===== src/rtl/sdf_pkg.sv =====
// Shared types, constants and the CRC7 byte update for the SD SPI command framer.
package sdf_pkg;

  localparam logic [7:0] FLUSH_BYTE = 8'hFF;
  localparam logic [6:0] CRC7_POLY  = 7'h09;

  // Position of a byte within the eight-byte command frame
  typedef enum logic [2:0] {
    POS_FLUSH = 3'd0,
    POS_CMD   = 3'd1,
    POS_ARG3  = 3'd2,
    POS_ARG2  = 3'd3,
    POS_ARG1  = 3'd4,
    POS_ARG0  = 3'd5,
    POS_CRC   = 3'd6,
    POS_END   = 3'd7
  } pos_t;

  typedef struct packed {
    logic [7:0]  command_byte;
    logic [31:0] argument;
  } cmd_t;

  // Advance the CRC7 register over one byte, MSB first
  function automatic logic [6:0] crc7_byte(input logic [6:0] crc_in, input logic [7:0] data);
    logic [6:0] crc;
    logic       fb;
    crc = crc_in;
    for (int k = 7; k >= 0; k--) begin
      fb  = data[k] ^ crc[6];
      crc = {crc[5:0], 1'b0};
      if (fb) begin
        crc = crc ^ CRC7_POLY;
      end
    end
    return crc;
  endfunction

endpackage


===== src/rtl/sdf_if.sv =====
// Valid/ready channel interfaces for command words and frame byte words.
interface sdf_cmd_if;
  logic        valid;
  logic        ready;
  logic [7:0]  command_byte;
  logic [31:0] argument;

  modport source (output valid, output command_byte, output argument, input ready);
  modport sink   (input valid, input command_byte, input argument, output ready);
endinterface

interface sdf_byte_if;
  logic       valid;
  logic       ready;
  logic [7:0] out_byte;
  logic       last;

  modport source (output valid, output out_byte, output last, input ready);
  modport sink   (input valid, input out_byte, input last, output ready);
endinterface


===== src/rtl/sdf_in_buf.sv =====
// Input holding register: takes the next command word while a frame is still going out.
module sdf_in_buf (
  input  logic clk,
  input  logic rst_n,
  sdf_cmd_if.sink   in_cmd,
  sdf_cmd_if.source hold
);
  import sdf_pkg::*;

  logic buf_valid_r;
  logic buf_valid_nxt;
  cmd_t buf_r;
  cmd_t buf_nxt;

  // Accept when empty or when the word is handed on in this cycle
  assign in_cmd.ready = !buf_valid_r || hold.ready;

  assign hold.valid        = buf_valid_r;
  assign hold.command_byte = buf_r.command_byte;
  assign hold.argument     = buf_r.argument;

  // Fill, hold or drain the buffer
  always_comb begin
    buf_valid_nxt = buf_valid_r;
    buf_nxt       = buf_r;
    if (in_cmd.valid && in_cmd.ready) begin
      buf_valid_nxt        = 1'b1;
      buf_nxt.command_byte = in_cmd.command_byte;
      buf_nxt.argument     = in_cmd.argument;
    end else if (hold.ready) begin
      buf_valid_nxt = 1'b0;
    end
  end

  always_ff @(posedge clk) begin
    if (!rst_n) begin
      buf_valid_r <= 1'b0;
    end else begin
      buf_valid_r <= buf_valid_nxt;
    end
  end

  always_ff @(posedge clk) begin
    buf_r <= buf_nxt;
  end

endmodule


===== src/rtl/sdf_ser.sv =====
// Frame serializer: emits flush, command, argument, CRC and end bytes, updating CRC over each data byte.
module sdf_ser (
  input  logic clk,
  input  logic rst_n,
  sdf_cmd_if.sink    hold,
  sdf_byte_if.source out_frame
);
  import sdf_pkg::*;

  logic       busy_r, busy_nxt;
  pos_t       pos_r, pos_nxt;
  cmd_t       cmd_r, cmd_nxt;
  logic [6:0] crc_r, crc_nxt;
  logic [7:0] cur_byte;
  logic       is_data;
  logic       load;

  // Load a new command when idle or as the end byte leaves
  assign hold.ready = !busy_r || (pos_r == POS_END && out_frame.ready);
  assign load       = hold.valid && hold.ready;

  // Select the byte at the current frame position
  always_comb begin
    cur_byte = FLUSH_BYTE;
    is_data  = 1'b0;
    unique case (pos_r)
      POS_FLUSH: cur_byte = FLUSH_BYTE;
      POS_CMD:  begin cur_byte = cmd_r.command_byte;   is_data = 1'b1; end
      POS_ARG3: begin cur_byte = cmd_r.argument[31:24]; is_data = 1'b1; end
      POS_ARG2: begin cur_byte = cmd_r.argument[23:16]; is_data = 1'b1; end
      POS_ARG1: begin cur_byte = cmd_r.argument[15:8];  is_data = 1'b1; end
      POS_ARG0: begin cur_byte = cmd_r.argument[7:0];   is_data = 1'b1; end
      POS_CRC:   cur_byte = {crc_r, 1'b1};
      POS_END:   cur_byte = FLUSH_BYTE;
      default:   cur_byte = FLUSH_BYTE;
    endcase
  end

  assign out_frame.valid    = busy_r;
  assign out_frame.out_byte = cur_byte;
  assign out_frame.last     = (pos_r == POS_END);

  // Advance through the frame on each taken byte
  always_comb begin
    busy_nxt = busy_r;
    pos_nxt  = pos_r;
    cmd_nxt  = cmd_r;
    crc_nxt  = crc_r;
    if (load) begin
      busy_nxt             = 1'b1;
      pos_nxt              = POS_FLUSH;
      cmd_nxt.command_byte = hold.command_byte;
      cmd_nxt.argument     = hold.argument;
      crc_nxt              = '0;
    end else if (busy_r && out_frame.ready) begin
      if (pos_r == POS_END) begin
        busy_nxt = 1'b0;
      end else begin
        pos_nxt = pos_t'(pos_r + 3'd1);
      end
      if (is_data) begin
        crc_nxt = crc7_byte(crc_r, cur_byte);
      end
    end
  end

  always_ff @(posedge clk) begin
    if (!rst_n) begin
      busy_r <= 1'b0;
      pos_r  <= POS_FLUSH;
    end else begin
      busy_r <= busy_nxt;
      pos_r  <= pos_nxt;
    end
  end

  always_ff @(posedge clk) begin
    cmd_r <= cmd_nxt;
    crc_r <= crc_nxt;
  end

endmodule


===== src/rtl/sd_spi_command_framer_top.sv =====
// SD SPI-mode command framer: one command word in, an eight-byte frame out. Each command
// gives 0xFF, the command byte, four argument bytes MSB first, CRC7 byte with end bit, and
// a closing 0xFF flagged last. Output runs one byte per cycle while out_frame.ready is high,
// and the serializer's byte position counter steps through the eight bytes of each frame.
// A one-word holding register takes the next command while the current frame goes out, and
// frames follow each other with no gap. The CRC is built one byte per cycle as the data
// bytes are sent. Nothing is kept from one command to the next.
module sd_spi_command_framer_top (
  input  logic clk,
  input  logic rst_n,
  sdf_cmd_if.sink    in_cmd,
  sdf_byte_if.source out_frame
);
  import sdf_pkg::*;

  sdf_cmd_if hold ();

  sdf_in_buf u_in_buf (
    .clk    (clk),
    .rst_n  (rst_n),
    .in_cmd (in_cmd),
    .hold   (hold.source)
  );

  sdf_ser u_ser (
    .clk       (clk),
    .rst_n     (rst_n),
    .hold      (hold.sink),
    .out_frame (out_frame)
  );

  // End byte of a frame is always the flush pattern
  a_last_is_flush: assert property (@(posedge clk) disable iff (!rst_n)
    out_frame.valid && out_frame.last |-> out_frame.out_byte == FLUSH_BYTE)
    else $error("last word is not 0xFF");

  // After a frame ends the next word, if any, opens with a flush byte
  a_frame_opens_flush: assert property (@(posedge clk) disable iff (!rst_n)
    out_frame.valid && out_frame.ready && out_frame.last
      |=> !out_frame.valid || (out_frame.out_byte == FLUSH_BYTE && !out_frame.last))
    else $error("frame does not open with flush byte");

  // A new command enters the serializer mid-stream only as the end byte leaves
  a_load_at_end: assert property (@(posedge clk) disable iff (!rst_n)
    hold.valid && hold.ready && out_frame.valid |-> out_frame.ready && out_frame.last)
    else $error("command loaded in the middle of a frame");

endmodule


===== src/flat_wrapper.sv =====
// flat-port wrapper written by rule: the top's interface ports become plain ports
module sd_spi_command_framer_top_flat import sdf_pkg::*;
  (clk, rst_n, in_cmd_valid, in_cmd_command_byte, in_cmd_argument, in_cmd_ready, out_frame_valid, out_frame_out_byte, out_frame_last, out_frame_ready);
  sdf_cmd_if in_cmd_i ();
  sdf_byte_if out_frame_i ();
  input  logic clk;
  input  logic rst_n;
  input wire logic [$bits(in_cmd_i.valid)-1:0] in_cmd_valid;
  input wire logic [$bits(in_cmd_i.command_byte)-1:0] in_cmd_command_byte;
  input wire logic [$bits(in_cmd_i.argument)-1:0] in_cmd_argument;
  output wire logic [$bits(in_cmd_i.ready)-1:0] in_cmd_ready;
  output wire logic [$bits(out_frame_i.valid)-1:0] out_frame_valid;
  output wire logic [$bits(out_frame_i.out_byte)-1:0] out_frame_out_byte;
  output wire logic [$bits(out_frame_i.last)-1:0] out_frame_last;
  input wire logic [$bits(out_frame_i.ready)-1:0] out_frame_ready;
  assign in_cmd_i.valid = in_cmd_valid;
  assign in_cmd_i.command_byte = in_cmd_command_byte;
  assign in_cmd_i.argument = in_cmd_argument;
  assign in_cmd_ready = in_cmd_i.ready;
  assign out_frame_valid = out_frame_i.valid;
  assign out_frame_out_byte = out_frame_i.out_byte;
  assign out_frame_last = out_frame_i.last;
  assign out_frame_i.ready = out_frame_ready;
  sd_spi_command_framer_top u_core (.clk(clk), .rst_n(rst_n), .in_cmd(in_cmd_i), .out_frame(out_frame_i));
endmodule

===== config.mk =====
export PLATFORM = sky130hd
export DESIGN_NAME = sd_spi_command_framer_top_flat
export DESIGN_NICKNAME = d
export VERILOG_FILES = /design/src/rtl/sdf_pkg.sv /design/src/rtl/sdf_if.sv /design/src/rtl/sdf_in_buf.sv /design/src/rtl/sdf_ser.sv /design/src/rtl/sd_spi_command_framer_top.sv /design/src/flat_wrapper.sv
export SDC_FILE = /design/constraint.sdc
export NUM_CORES = 1
export LEC_CHECK = 0
export ABC_CLOCK_PERIOD_IN_PS = 3200
export BUFFER_PORTS_ARGS = -buffer_cell sky130_fd_sc_hd__clkbuf_2
export CAP_MARGIN = 20
export CORE_ASPECT_RATIO = 1.75
export CORE_UTILIZATION = 40
export DETAILED_ROUTE_END_ITERATION = 16
export HOLD_SLACK_MARGIN = 0.02
export PLACE_DENSITY = 0.66
export SKIP_CTS_REPAIR_TIMING = 1
export SYNTH_ARGS = -nofsm -noshare
export SYNTH_HDL_FRONTEND = slang
export SYNTH_HIERARCHICAL = 1
export SYNTH_SLANG_ARGS = --single-unit

===== constraint.sdc =====
create_clock -name clk -period 3.2 [get_ports clk]
set_input_delay 0.32 -clock clk [delete_from_list [all_inputs] [get_ports clk]]
set_output_delay 0.32 -clock clk [all_outputs]
set_load 0.1 [all_outputs]

==> impl_metrics.json <==
{
  "layout_min_cycle_time_ns": 2.88,
  "synth_cell_types": 41,
  "synth_compound_gate_area_share": 0.0956,
  "synth_area_leaders": "edfxtp_1, dfxtp_1, xnor2_1, ha_1, mux2_2",
  "drtIter0Drc": 80,
  "antenna_found_initial": 0,
  "overflow": 0,
  "nets": 340,
  "finalWorstSetupSlack_ns": 0.316,
  "io_buffers": 54,
  "dp_slack_ns": 0.284,
  "htreeDepth": 3,
  "ys_warn_count": 6,
  "synth_edf_count": 80,
  "setup_viol": 0,
  "tritoncts": "yes",
  "maxSlewHeadroom": 0.475,
  "r2r_start": "u_core/u_ser/pos_r[0]",
  "synth-async-reset-ratio": 0,
  "muxShareOfSynthArea": 0.0229,
  "end_kind": "output pin",
  "wl_met3_microns": 202,
  "cp_top_family": "simple AND/OR/NAND/NOR gates",
  "grt_pass1_wl_microns": 9520,
  "worstMarginPinSlew_ns": 0.784,
  "fin_worst_skew_ns": 0.0111,
  "row_count": 45,
  "hold_viol_final": 0,
  "wire_per_inst_microns": 14.6,
  "synth-seq-area-share": 0.732,
  "first_global_vias": 1927,
  "wl_microns": 6000,
  "finalSetupTns_ns": 0,
  "power.total_uw": 2760,
  "synth_flop_cell": "edfxtp_1",
  "p_leak_uw": 0.00164,
  "avgViaCountPerCell": 4.86,
  "stdcell_count": 412,
  "crit_required_ns": 2.88,
  "critPathLaunch": "u_core/u_ser/pos_r[0]",
  "initial_utilization": 0.414,
  "maxCapViolCount": 0,
  "clock_path_buffers": 2,
  "yosysTopAreaCellShare": 0.665,
  "finalCritPeriodShare": 0.901,
  "gp_congestion": 0.852,
  "die_x_microns": 73.8,
  "synth-seq-cells": 92,
  "synth_cells": 226,
  "min-delay-start": "in_cmd_command_byte[7]",
  "drv_slew": 0,
  "vias": 2001,
  "placedCellCount": 396,
  "area_growth_pct": 24.1,
  "grt_usage": 0.144,
  "core_area_sq_mm": 0.00873,
  "critical_path_class": "flip-flop to output pin",
  "cp_max_fo": 6,
  "drc": 0,
  "num_antenna_cells": 0,
  "root_buffer": "clkbuf_16",
  "min_path_type": "input port to flip-flop",
  "dr_wl_met2_microns": 3410,
  "status": "finished clean",
  "synth-simple-area-share": 0.0582,
  "synth_area_sq_mm": 0.00361,
  "rsz0062_at_grt": "no",
  "place_hpwl_microns": 4450,
  "dieArea_sq_mm": 0.00943,
  "firstDrtPassIters": 4,
  "layout_common_cells": "edfxtp_1, clkbuf_2, nand2_1",
  "cp.arrival_ns": 2.56,
  "die_y_microns": 128,
  "critPathLaunchType": "flip-flop",
  "cts_buffers": 9,
  "synthAdderAreaFrac": 0.0208,
  "synth_area_leader_cell": "edfxtp_1",
  "syn_nets": 276,
  "fmax_mhz": 347,
  "dr.max_layer_used": "met4",
  "p_per_area_mw_per_mm2": 617,
  "layout-drive-gt1-share": 0.305,
  "ir_worst_vdd_v": 0.000531,
  "layout.cells.most_common": "edfxtp_1",
  "synth_top_family_by_area": "compound AO/OA/AOI/OAI gates",
  "clkLatencyLatePin_ns": 0.33,
  "ant_nets": 0,
  "clkSinkCount": 92,
  "grt_max_degree": 41,
  "avgSynthCellArea_sq_um": 16.0,
  "crit_top_cell": "ha_1",
  "cp_slowest_cell": "or2_1",
  "met1_length_microns": 2230,
  "path_cells": "ha_1 -> ha_1 -> or3_1 -> or2_1 -> buf_4 -> mux2_2 -> buf_12",
  "critPathBufInv": 2,
  "crit_path_max_incr_delay_ns": 0.36,
  "synth_xor_area_frac": 0.0541,
  "cts.clk_slew.worst_paths_ns": 0.06,
  "io_pins": 55
}
flip-flops by register name, summed over array words and instances, names as in the netlist:
name / count
u_core/u_in_buf/hold.valid: 1
u_core/u_ser/cmd_r: 40
u_core/u_in_buf/hold.argument: 32
u_core/u_in_buf/hold.command_byte: 8
u_core/u_ser/crc_r: 7
u_core/u_ser/pos_r: 3
u_core/u_ser/out_frame.valid: 1
worst paths after layout:
| path | to | slack [ns] | cells after the start |
|---|---|---|---|
| max reg2reg | u_core/u_ser/crc_r[4] | 0.38 | 10 |
| min | u_core/u_in_buf/hold.command_byte[7] | 0.16 | 1 |
| max | out_frame_out_byte[5] | 0.32 | 7 |
| min reg2reg | u_core/u_ser/cmd_r[21] | 0.41 | 0 |
routing by layer:
metal / GRT usage / vias to the layer above
li1: - / 993
met4: 0.102 / 0
met3: 0.0369 / 10
met1: 0.148 / 943
met5: 0 / -
met2: 0.246 / 55
cell families after synthesis:
logic type                 after synthesis
muxes                                    7
DFF                                     92
adders and majority gates                6
AOI/OAI and AO/OA                       48
buffers and inverters                   13
and+or+nand+nor                         43
xor gates and xnor gates                17
stage by stage:
stage	util	instance area, sq um	hold slack, ns
after floorplan	-	3650	0.400
after global placement	0.481	4200	0.405
after detailed placement	0.481	4200	0.405
after CTS	0.514	4480	0.142
after global routing	0.514	4480	0.138
final	0.514	4480	0.157
where the power goes:
part	switching (uW)	internal, uW	leakage [uW]
combinational	213	144	0.000650
clock	399	604	0.000134
sequential	25.1	1380	0.000860
total	637	2130	0.00164
cells in the mapped netlist, types with 2 or more instances:
cell       n
nor2_1    12
inv_1      4
nor3_1     3
clkbuf_1   4
nand2_1   17
dfxtp_1   12
a21o_1     2
buf_2      2
a21oi_1   11
a222oi_1   4
xnor3_1    2
edfxtp_1  80
a31oi_1    3
nor2b_1    3
mux2_2     6
xor2_1     2
or3_1      2
o221ai_1   4
ha_1       6
a32o_1     3
xnor2_1   12
a211oi_1   8
o21ai_0    6
worst reg2reg max path, stage by stage, from the launching register on:
cell      delay, ns
dfxtp_1        0.40
inv_1          0.09
ha_1           0.23
buf_4          0.20
a222oi_1       0.35
o221ai_1       0.25
and3_1         0.24
nor3_1         0.19
xnor3_1        0.35
or3_1          0.31
a21oi_1        0.14
cell type report:
cell class	instances	area, sq um
fillers	739	4250
flip-flops and latches	92	2640
multi-input cells	121	947
repair buffers	61	440
clock buffers	12	236
well taps	117	146
clock inverters	4	50.0
inverters	5	18.8
Power figures use the tool's default switching activity.
